File: src/eoc_pkg.sv
`timescale 1ns / 1ps
`default_nettype none
// ----------------------------------------------------------------------------
// eoc_pkg
// Shared types, constants and helpers of the elevator order controller.
// ----------------------------------------------------------------------------
package eoc_pkg;

	// building geometry
	localparam int FLOOR_COUNT  = 4;
	localparam int BUTTON_KINDS = 3;
	localparam int ORDER_W      = 12;
	localparam int FLOOR_W      = 2;
	localparam int HOLD_W       = 10;

	localparam logic [HOLD_W-1:0] HOLD_RESET = HOLD_W'(100);

	// motor and travel directions
	typedef enum logic [1:0] {
		DIR_STOP = 2'd0,
		DIR_UP   = 2'd1,
		DIR_DOWN = 2'd2
	} dir_t;

	// controller modes, one-hot
	typedef enum logic [5:0] {
		MODE_HOMING     = 6'b000001,
		MODE_RUN        = 6'b000010,
		MODE_SERVE_HOLD = 6'b000100,
		MODE_OBSTRUCTED = 6'b001000,
		MODE_OBSTR_HOLD = 6'b010000,
		MODE_STOPPED    = 6'b100000
	} mode_t;

	// controller state carried from tick to tick
	typedef struct packed {
		logic [ORDER_W-1:0] pending;
		logic [FLOOR_W-1:0] recent_floor;
		dir_t               travel_dir;
		dir_t               prev_dir;
		dir_t               motor;
		logic               emergency;
		mode_t              mode;
		logic [HOLD_W-1:0]  hold_count;
	} ctrl_state_t;

	// one input tick
	typedef struct packed {
		logic               at_floor;
		logic [FLOOR_W-1:0] floor_index;
		logic [ORDER_W-1:0] call_buttons;
		logic               obstruction;
		logic               stop_button;
	} tick_t;

	// one result item
	typedef struct packed {
		dir_t               motor_command;
		logic [ORDER_W-1:0] button_lamps;
		logic               door_lamp;
		logic               stop_lamp;
		logic [FLOOR_W-1:0] floor_indicator;
	} result_t;

	// order bits that belong to one floor
	function automatic logic [ORDER_W-1:0] floor_mask(input int f);
		logic [ORDER_W-1:0] m;
		int bit_idx;
		m = '0;
		for (int b = 0; b < BUTTON_KINDS; b++) begin
			bit_idx = f * BUTTON_KINDS + b;
			if (bit_idx < ORDER_W)
				m[bit_idx] = 1'b1;
		end
		return m;
	endfunction

	// all order bits that map onto real floors
	function automatic logic [ORDER_W-1:0] order_mask();
		logic [ORDER_W-1:0] m;
		m = '0;
		for (int f = 0; f < FLOOR_COUNT; f++)
			m = m | floor_mask(f);
		return m;
	endfunction

endpackage
`default_nettype wire

File: src/eoc_step.sv
`timescale 1ns / 1ps
`default_nettype none
// ----------------------------------------------------------------------------
// eoc_step
// Next-state and result logic for one polling tick: mode handling, call
// latching and the ascending floor scan that picks the motor direction.
// ----------------------------------------------------------------------------
module eoc_step (
	input  eoc_pkg::ctrl_state_t             cur,
	input  eoc_pkg::tick_t                   tick,
	input  logic [eoc_pkg::HOLD_W-1:0]       hold_ticks,
	output eoc_pkg::ctrl_state_t             nxt,
	output eoc_pkg::result_t                 res
);

	logic                          seen;
	logic [eoc_pkg::ORDER_W-1:0]   calls;

	// sanitize the sensor and the buttons
	assign seen  = tick.at_floor && (int'(tick.floor_index) < eoc_pkg::FLOOR_COUNT);
	assign calls = tick.call_buttons & eoc_pkg::order_mask();

	always_comb begin
		logic door;
		logic slamp;
		logic served;
		door   = 1'b0;
		slamp  = 1'b0;
		served = 1'b0;
		nxt    = cur;

		case (cur.mode)
			eoc_pkg::MODE_HOMING: begin
				if (seen && tick.floor_index != '0)
					nxt.motor = eoc_pkg::DIR_DOWN;
				if (seen && tick.floor_index == '0) begin
					nxt.motor = eoc_pkg::DIR_STOP;
					nxt.mode  = eoc_pkg::MODE_RUN;
				end
			end
			eoc_pkg::MODE_SERVE_HOLD: begin
				nxt.pending = cur.pending | calls;
				door = 1'b1;
				if (cur.hold_count <= eoc_pkg::HOLD_W'(1)) begin
					nxt.hold_count = '0;
					nxt.mode       = eoc_pkg::MODE_RUN;
				end else begin
					nxt.hold_count = cur.hold_count - eoc_pkg::HOLD_W'(1);
				end
			end
			eoc_pkg::MODE_OBSTRUCTED: begin
				nxt.pending = cur.pending | calls;
				door  = 1'b1;
				slamp = 1'b1;
				if (!tick.obstruction) begin
					nxt.mode       = eoc_pkg::MODE_OBSTR_HOLD;
					nxt.hold_count = hold_ticks;
				end
			end
			eoc_pkg::MODE_OBSTR_HOLD: begin
				nxt.pending = cur.pending | calls;
				door  = 1'b1;
				slamp = 1'b1;
				if (cur.hold_count <= eoc_pkg::HOLD_W'(1)) begin
					nxt.hold_count = '0;
					nxt.mode       = eoc_pkg::MODE_RUN;
				end else begin
					nxt.hold_count = cur.hold_count - eoc_pkg::HOLD_W'(1);
				end
			end
			eoc_pkg::MODE_STOPPED: begin
				if (tick.stop_button) begin
					nxt.travel_dir = eoc_pkg::DIR_STOP;
					nxt.emergency  = 1'b1;
					nxt.motor      = eoc_pkg::DIR_STOP;
					nxt.pending    = '0;
					slamp = 1'b1;
					door  = seen;
				end else begin
					nxt.mode = eoc_pkg::MODE_RUN;
				end
			end
			default: begin
				// running: latch, then scan floors bottom up
				nxt.mode = eoc_pkg::MODE_RUN;
				if (seen)
					nxt.recent_floor = tick.floor_index;
				nxt.pending = cur.pending | calls;
				// every button of a floor acts the same, so one step per floor
				for (int f = 0; f < eoc_pkg::FLOOR_COUNT; f++) begin
					if (!served && |(nxt.pending & eoc_pkg::floor_mask(f))) begin
						if (nxt.recent_floor < eoc_pkg::FLOOR_W'(f) && !tick.obstruction
								&& nxt.travel_dir != eoc_pkg::DIR_DOWN) begin
							nxt.travel_dir = eoc_pkg::DIR_UP;
							nxt.prev_dir   = eoc_pkg::DIR_UP;
							nxt.motor      = eoc_pkg::DIR_UP;
						end
						if (nxt.recent_floor > eoc_pkg::FLOOR_W'(f) && !tick.obstruction
								&& nxt.travel_dir != eoc_pkg::DIR_UP) begin
							nxt.travel_dir = eoc_pkg::DIR_DOWN;
							nxt.prev_dir   = eoc_pkg::DIR_DOWN;
							nxt.motor      = eoc_pkg::DIR_DOWN;
						end
						if (seen && tick.floor_index == eoc_pkg::FLOOR_W'(f)) begin
							// serve this floor and open the door
							nxt.pending    = nxt.pending & ~eoc_pkg::floor_mask(f);
							nxt.travel_dir = eoc_pkg::DIR_STOP;
							nxt.prev_dir   = eoc_pkg::DIR_STOP;
							nxt.motor      = eoc_pkg::DIR_STOP;
							nxt.mode       = eoc_pkg::MODE_SERVE_HOLD;
							nxt.hold_count = hold_ticks;
							door   = 1'b1;
							served = 1'b1;
						end else if (nxt.recent_floor == eoc_pkg::FLOOR_W'(f) && nxt.emergency) begin
							// emergency reversal away from the last direction
							if (nxt.prev_dir == eoc_pkg::DIR_UP) begin
								nxt.travel_dir = eoc_pkg::DIR_DOWN;
								nxt.prev_dir   = eoc_pkg::DIR_DOWN;
								nxt.motor      = eoc_pkg::DIR_DOWN;
								nxt.emergency  = 1'b0;
							end else if (nxt.prev_dir == eoc_pkg::DIR_DOWN) begin
								nxt.travel_dir = eoc_pkg::DIR_UP;
								nxt.prev_dir   = eoc_pkg::DIR_UP;
								nxt.motor      = eoc_pkg::DIR_UP;
								nxt.emergency  = 1'b0;
							end
						end
					end
				end
				if (!served) begin
					if (tick.obstruction) begin
						nxt.mode = eoc_pkg::MODE_OBSTRUCTED;
						door  = 1'b1;
						slamp = 1'b1;
					end else if (tick.stop_button) begin
						nxt.mode       = eoc_pkg::MODE_STOPPED;
						nxt.travel_dir = eoc_pkg::DIR_STOP;
						nxt.emergency  = 1'b1;
						nxt.motor      = eoc_pkg::DIR_STOP;
						nxt.pending    = '0;
						slamp = 1'b1;
						door  = seen;
					end
				end
			end
		endcase

		res.motor_command   = nxt.motor;
		res.button_lamps    = nxt.pending;
		res.door_lamp       = door;
		res.stop_lamp       = slamp;
		res.floor_indicator = nxt.recent_floor;
	end

endmodule
`default_nettype wire

File: src/elevator_order_controller.sv
`timescale 1ns / 1ps
`default_nettype none
// ----------------------------------------------------------------------------
// elevator_order_controller
// Polling-tick elevator controller with an input register and a result
// register around combinational tick logic.
// ----------------------------------------------------------------------------
// usage
//   s_* carries one polling tick per transaction (sensor, buttons, switches);
//   m_* returns one result transaction per tick (motor, lamps, indicator).
//   cfg_wr_en/cfg_wr_data write the door hold length in ticks; write only
//   while no tick is in flight.
// pipeline and throughput
//   a tick is held in the input register, then processed into the result
//   register on m_*. One tick per cycle is sustained while m_tready is
//   high; the floor scan is a four-step priority chain in the tick logic.
// reset
//   arst_n clears the controller to homing mode (motor up, no orders, door
//   hold 100) and empties both registers.
// stall
//   while m_tready is low the result holds; one more tick waits in the input
//   register, after which s_tready drops until the result is taken.
// ----------------------------------------------------------------------------
module elevator_order_controller (
	input  logic                        clk,
	input  logic                        arst_n,
	// door hold length
	input  logic                        cfg_wr_en,
	input  logic [eoc_pkg::HOLD_W-1:0]  cfg_wr_data,
	// tick input
	input  logic                        s_tvalid,
	output logic                        s_tready,
	// at_floor[0], floor_index[2:1], call_buttons[14:3], obstruction[15],
	// stop_button[16], zero[23:17]
	input  logic [23:0]                 s_tdata,
	// result output
	output logic                        m_tvalid,
	input  logic                        m_tready,
	// motor_command[1:0], button_lamps[13:2], door_lamp[14], stop_lamp[15],
	// floor_indicator[17:16], zero[23:18]
	output logic [23:0]                 m_tdata
);

	logic [eoc_pkg::HOLD_W-1:0]    door_hold_q;
	logic                          valid_s1;
	eoc_pkg::tick_t                tick_s1;
	eoc_pkg::ctrl_state_t          state_q;
	eoc_pkg::ctrl_state_t          state_nxt;
	eoc_pkg::result_t              res_nxt;
	eoc_pkg::result_t              res_s2;
	logic                          valid_s2;
	logic                          advance;

	// configuration register
	always_ff @(posedge clk or negedge arst_n) begin
		if (!arst_n) begin
			door_hold_q <= eoc_pkg::HOLD_RESET;
		end else if (cfg_wr_en) begin
			door_hold_q <= cfg_wr_data;
		end
	end

	// handshake: the tick moves on when the result slot is free or leaving
	assign advance  = valid_s1 && (!valid_s2 || m_tready);
	assign s_tready = !valid_s1 || advance;

	// input register
	always_ff @(posedge clk or negedge arst_n) begin
		if (!arst_n) begin
			valid_s1 <= 1'b0;
		end else if (s_tready) begin
			valid_s1 <= s_tvalid;
		end
	end

	always_ff @(posedge clk) begin
		if (s_tvalid && s_tready) begin
			tick_s1.at_floor     <= s_tdata[0];
			tick_s1.floor_index  <= s_tdata[2:1];
			tick_s1.call_buttons <= s_tdata[14:3];
			tick_s1.obstruction  <= s_tdata[15];
			tick_s1.stop_button  <= s_tdata[16];
		end
	end

	// tick logic
	eoc_step u_step (
		.cur        (state_q),
		.tick       (tick_s1),
		.hold_ticks (door_hold_q),
		.nxt        (state_nxt),
		.res        (res_nxt)
	);

	// controller state
	always_ff @(posedge clk or negedge arst_n) begin
		if (!arst_n) begin
			state_q.pending      <= '0;
			state_q.recent_floor <= '0;
			state_q.travel_dir   <= eoc_pkg::DIR_STOP;
			state_q.prev_dir     <= eoc_pkg::DIR_STOP;
			state_q.motor        <= eoc_pkg::DIR_UP;
			state_q.emergency    <= 1'b0;
			state_q.mode         <= eoc_pkg::MODE_HOMING;
			state_q.hold_count   <= '0;
		end else if (advance) begin
			state_q <= state_nxt;
		end
	end

	// result register
	always_ff @(posedge clk or negedge arst_n) begin
		if (!arst_n) begin
			valid_s2 <= 1'b0;
		end else if (advance) begin
			valid_s2 <= 1'b1;
		end else if (m_tready) begin
			valid_s2 <= 1'b0;
		end
	end

	always_ff @(posedge clk) begin
		if (advance)
			res_s2 <= res_nxt;
	end

	assign m_tvalid = valid_s2;
	assign m_tdata  = {6'd0, res_s2.floor_indicator, res_s2.stop_lamp, res_s2.door_lamp,
		res_s2.button_lamps, res_s2.motor_command};

endmodule
`default_nettype wire

File: config.mk
export PLATFORM = sky130hd
export DESIGN_NAME = elevator_order_controller
export DESIGN_NICKNAME = d
export VERILOG_FILES = /design/src/eoc_pkg.sv /design/src/eoc_step.sv /design/src/elevator_order_controller.sv
export SDC_FILE = /design/constraint.sdc
export NUM_CORES = 1
export LEC_CHECK = 0
export BUFFER_PORTS_ARGS = -buffer_cell sky130_fd_sc_hd__buf_2
export CAP_MARGIN = 25
export CELL_PAD_IN_SITES_DETAIL_PLACEMENT = 1
export CELL_PAD_IN_SITES_GLOBAL_PLACEMENT = 2
export CORE_AREA = 4 4 125 127
export DETAILED_ROUTE_END_ITERATION = 10
export DIE_AREA = 0 0 129 131
export MAX_ROUTING_LAYER = met4
export PLACE_DENSITY_LB_ADDON = 0.1
export RECOVER_POWER = 100
export SYNTH_ARGS = -nofsm -noshare
export SYNTH_HDL_FRONTEND = slang
export SYNTH_HIERARCHICAL = 1
export SYNTH_SLANG_ARGS = --single-unit
File: constraint.sdc
create_clock -name clk -period 4.7 [get_ports clk]
set_input_delay 0.705 -clock clk [delete_from_list [all_inputs] [get_ports clk]]
set_output_delay 0.705 -clock clk [all_outputs]
set_load 0.05 [all_outputs]
# --- Yosys cells after proc, flatten, opt, wreduce, memory -nomap -nowiden ---
# Index checks and enable logic that the tools add are counted.
classes:
  n_mux: 136
  add_sub_neg: 1
  eq_ne: 32
  n_bitwise: 16
  n_lt_le_gt_ge: 9
  reduce_logical: 57
ops:
  columns: ["cell", "n"]
  rows:
  - ["$mux 6", 32]
  - ["$mux 23", 8]
  - ["$mux 12", 15]
  - ["$mux 7", 12]
  - ["$mux 16", 4]
  - ["$and 12x12->12", 5]
  - ["$reduce_or 12->1", 4]
  - ["$mux 1", 42]
  - ["$pmux 12 s3", 1]
  - ["$logic_and 1x1->1", 30]
  - ["$pmux 10 s3", 1]
  - ["$pmux 6 s4", 1]
  - ["$mux 2", 9]
  - ["$mux 9", 2]
  - ["$eq 2x2->1 const B", 8]
  - ["$ne 2x2->1 const B", 7]
  - ["$mux 13", 1]
  - ["$and 12x3->12", 1]
  - ["$and 12x6->12", 1]
  - ["$and 12x9->12", 1]
  - ["$eq 2x1->1 const B", 6]
  - ["$ne 2x1->1 const B", 6]
  - ["$not 12->12", 1]
  - ["$not 3->12", 1]
  - ["32 further kinds", 52]
word_totals:
  register_bits: 84
  input_bits: 39
  wordCells: 272

# --- Depth between registers and ports, before layout ---
logic_depth:
  word_depth: 76
  ltp_mapped: 15
  depth_no_buf: 13

# --- By module ---
# The synthesis kept the hierarchy.
modules_own_cells:
  columns: ["module", "seq_area_each_um2", "cells_each", "area_each_um2", "n_inst"]
  rows:
  - ["elevator_order_controller", 2283.4, 150, 3026.7, 1]
  - ["eoc_step", 0.0, 407, 2439.8, 1]

# --- Worst setup path before layout ---
# Ideal clock, no wire load.
synth_path:
  kind: "reg2reg"
  start: "reg tick_s1[16] (netlist bit)"
  end: "reg res_s2, in the netlist m_tdata[0], data pin"
  setup_time_ns: 0.251
  path_buffers: 2
  arrival_ns: 3.657
  path_stages_with_launch: 14
  setup_slack_ns: 0.792
  period_less_slack_ns: 3.908
  cell_sequence: "edfxtp_1 -> buf_6 -> nor3b_4 -> or4_4 -> a21oi_4 -> o21ba_2 -> a2111oi_2 -> or4_4 -> o31a_1 -> a2111oi_4 -> o22ai_2 -> or2_1 -> a221o_1 -> buf_4"
synth_lines:
  columns: ["element", "line", "text"]
  rows:
  - ["start, declared", "elevator_order_controller.sv:46", "eoc_pkg::tick_t tick_s1;"]
  - ["end signal, assigned", "elevator_order_controller.sv:124", "res_s2 <= res_nxt;"]
  - ["end, declared", "elevator_order_controller.sv:50", "eoc_pkg::result_t res_s2;"]

==> impl_metrics.env <==
export IMPL_diodes=0
export IMPL_holdPathStages=1
export IMPL_path_max_fanout=7
export IMPL_ys_flop_type="dfrtp_1"
export IMPL_num_nets_final=649
export IMPL_rrSetupSlack_ps=310
export IMPL_cts_hold_buf=0
export IMPL_post_dp_hpwl_mm=11.8
export IMPL_crit_chain="nor4_4 > and2_1 > nor2_1 > a32o_1 > a2111oi_2 > nor4_2 > a21oi_1 > o21ai_1 > a2111oi_4 > o22ai_2 > or2_1 > a221o_1 > mux2_4"
export IMPL_pin_count=65
export IMPL_drt_wl_total_mm=15.8
export IMPL_wl_per_cell_um=19.9
export IMPL_core_mm2=0.0144
export IMPL_setup_viol=0
export IMPL_worst_r2r_cell_count=13
export IMPL_cts_tree="built"
export IMPL_worstSetupStartpointType="register"
export IMPL_place_gp_congestion=0.890
export IMPL_powerDensity_mw_per_mm2=736
export IMPL_endpoint_kind="register"
export IMPL_synth_edf_count=35
export IMPL_hold_viol=0
export IMPL_dr_total_vias=4507
export IMPL_grt_usage=0.197
export IMPL_io_buffers=51
export IMPL_grt_overflow=0
export IMPL_async_reset_ff_frac=0.583
export IMPL_cp_num_buf_inv=0
export IMPL_p_leak_nw=2.42
export IMPL_rows=44
export IMPL_synth_seq_cells=84
export IMPL_skew_ps=10.7
export IMPL_slew_headroom=-0.942
export IMPL_timing_fmax_mhz=228
export IMPL_cp_top_family="compound AO/OA/AOI/OAI gates"
export IMPL_crit_start="tick_s1[2]$_DFFE_PP_"
export IMPL_vias_per_cell=5.65
export IMPL_die_h_um=131
export IMPL_drv_slew=75
export IMPL_period_minus_slack_ps=4390
export IMPL_max_cap_viol_count=2
export IMPL_antenna_found_initial=0
export IMPL_holdCritPathClass="reg2reg"
export IMPL_drc=0
export IMPL_rr_startpoint="tick_s1[2]$_DFFE_PP_"
export IMPL_tightest_slew_ps=2910
export IMPL_yosysSeqAreaShare=0.418
export IMPL_syn_to_final_growth_pct=10.9
export IMPL_cts_clk_slew_worst_paths_ps=70
export IMPL_violations="capacitance limit, slew limit"
export IMPL_clock_sinks=84
export IMPL_synth_cell_types=81
export IMPL_die_w_um=129
export IMPL_cts_root_buf="clkbuf_16"
export IMPL_cts_buffer_depth=2
export IMPL_tns_ps=0
export IMPL_synth_cells=557
export IMPL_worst_path_max_delay_cell="a2111oi_2"
export IMPL_syn_area_mm2=0.00547
export IMPL_worst_ep_required_time_ps=4920
export IMPL_grt_pass1_wl_mm=25.5
export IMPL_vdd_ir_drop_max_mv=0.352
export IMPL_drt_iter0_drc=329
export IMPL_rsz0062_at_grt="false"
export IMPL_initial_core_util=0.379
export IMPL_min_to="m_tvalid$_DFFE_PN0P_"
export IMPL_drive_gt1_frac=0.210
export IMPL_status="complete, but fails checks"
export IMPL_synth_area_per_cell_um2=9.81
export IMPL_hp_start="valid_s1$_DFFE_PN0P_"
export IMPL_regToRegEndpoint="state_q[21]$_DFFE_PN0P_"
export IMPL_first_global_vias=4717
export IMPL_worstSkewPairLatency_ps=350
export IMPL_design_power_total_w=0.00446
export IMPL_crit_arrival_ps=4610
export IMPL_drt_pass1_iter_count=4
export IMPL_cts_max_level=3
export IMPL_ant_nets=0
export IMPL_crit_type="reg2reg"
export IMPL_cts_made_buffers=9
export IMPL_post_cts_resized=0
export IMPL_cts_setup_buffers=0
export IMPL_ys_warn_count=6
export IMPL_slowest_delay_ps=530
export IMPL_grt_max_degree=50
export IMPL_dieArea_mm2=0.0169
export IMPL_fin_crit_sh=0.934
cell usage after synthesis, types with 10 or more instances:
library cell  instances  share of area
nor3_1               13          0.012
o21a_1               10          0.014
mux2_2               29          0.060
inv_1                10         0.0069
dfrtp_1              44           0.20
a21oi_1              35          0.032
buf_4                22          0.030
edfxtp_1             35           0.19
o21ai_0              35          0.032
nand2_1              36          0.025
mux2_4               19          0.052
clkbuf_1             10         0.0069
nand3_1              13          0.012
nor2_1               68          0.047
metal layers:
| metal | vias up | track usage | wire length (um) |
|---|---|---|---|
| met4 | 0 | 0.0482 | 197 |
| met2 | 86 | 0.304 | 7120 |
| met3 | 14 | 0.0248 | 483 |
| met1 | 2244 | 0.277 | 8030 |
| met5 | - | - | 0 |
| li1 | 2163 | - | - |
where the power goes:
group | internal [W] | total, W | switching [W]
logic | 0.000916 | 0.00250 | 0.00158
clock network | 0.000370 | 0.000687 | 0.000317
registers | 0.00106 | 0.00128 | 0.000222
cell usage in the layout, fill, tap and decap left out, drive strengths merged, types with 3 or more instances in the layout:
master / synthesis / routed
a221o: 4 / 4
nor2b: 5 / 5
nand2b: 10 / 10
clkbuf: 10 / 35
a21oi: 37 / 37
dfrtp: 44 / 44
dfstp: 5 / 5
o211ai: 9 / 9
inv: 10 / 15
nand4: 4 / 4
and3: 7 / 7
o22ai: 6 / 6
mux2: 48 / 48
a2111oi: 3 / 3
nor3: 13 / 13
or2: 9 / 9
or4: 3 / 3
nand2: 37 / 37
edfxtp: 35 / 35
o311ai: 3 / 3
o21ai: 45 / 45
a22oi: 5 / 5
o21a: 10 / 10
or3: 4 / 4
o2111ai: 4 / 4
conb: 1 / 6
nand3: 13 / 13
buf: 33 / 53
nor2: 68 / 68
o31ai: 3 / 3
a2bb2oi: 3 / 3
a31oi: 8 / 8
and2: 7 / 7
nor4: 9 / 9
how the worst max path moves through the flow:
stage / depth (start not counted) / endpoint / slack, ps
finish: 13 / state_q[21]$_DFFE_PN0P_ / 310
global route: 14 / state_q[21]$_DFFE_PN0P_ / 60
CTS: 12 / state_q[21]$_DFFE_PN0P_ / 360
detailed placement: 12 / state_q[21]$_DFFE_PN0P_ / 380
global placement: 12 / state_q[17]$_DFFE_PN1P_ / 450
floorplan: 13 / m_tdata[0]$_DFFE_PP_ / 790
area by class of cell:
| cell class | count | area, um^2 |
|---|---|---|
| clock buffer | 10 | 233 |
| clock inverter | 6 | 45.0 |
| fill | 1677 | 8360 |
| inverter | 10 | 37.5 |
| multi-input combinational | 425 | 2820 |
| sequential | 84 | 2280 |
| tap | 184 | 230 |
| timing repair buffer | 78 | 414 |
logic make-up (layout without fill, tap and decap cells):
logic type                 count (synthesis)  in the layout  share of synthesized area
DFF                                       84             84                      0.418
xor gates and xnor gates                   4              4                    0.00641
muxes                                     49             49                      0.114
AOI/OAI and AO/OA                        166            166                      0.209
adders and majority gates                  2              2                    0.00458
buffers and inverters                     53            104                     0.0586
other                                      1              6                   0.000686
and+or+nand+nor                          198            198                      0.189
per-stage QoR:
| stage | setup WS (ps) | instance area, um^2 | utilization | hold WS, ps | cells |
|---|---|---|---|---|---|
| 2_1_floorplan | 792 | 5490 | - | 409 | 562 |
| 3_3_place_gp | 449 | 5890 | 0.408 | 493 | 781 |
| 3_5_place_dp | 384 | 5890 | 0.408 | 504 | 781 |
| 4_1_cts | 360 | 6170 | 0.428 | 505 | 797 |
| 5_1_grt | 59.6 | 6060 | 0.420 | 520 | 797 |
| 6_report | 309 | 6060 | 0.420 | 491 | 797 |
state kept, by name, indices dropped and copies added (netlist names):
register     flops
state_q         37
valid_s1         1
tick_s1         17
m_tvalid         1
m_tdata         18
door_hold_q     10
No activity file was read; power rests on OpenSTA's default activity.
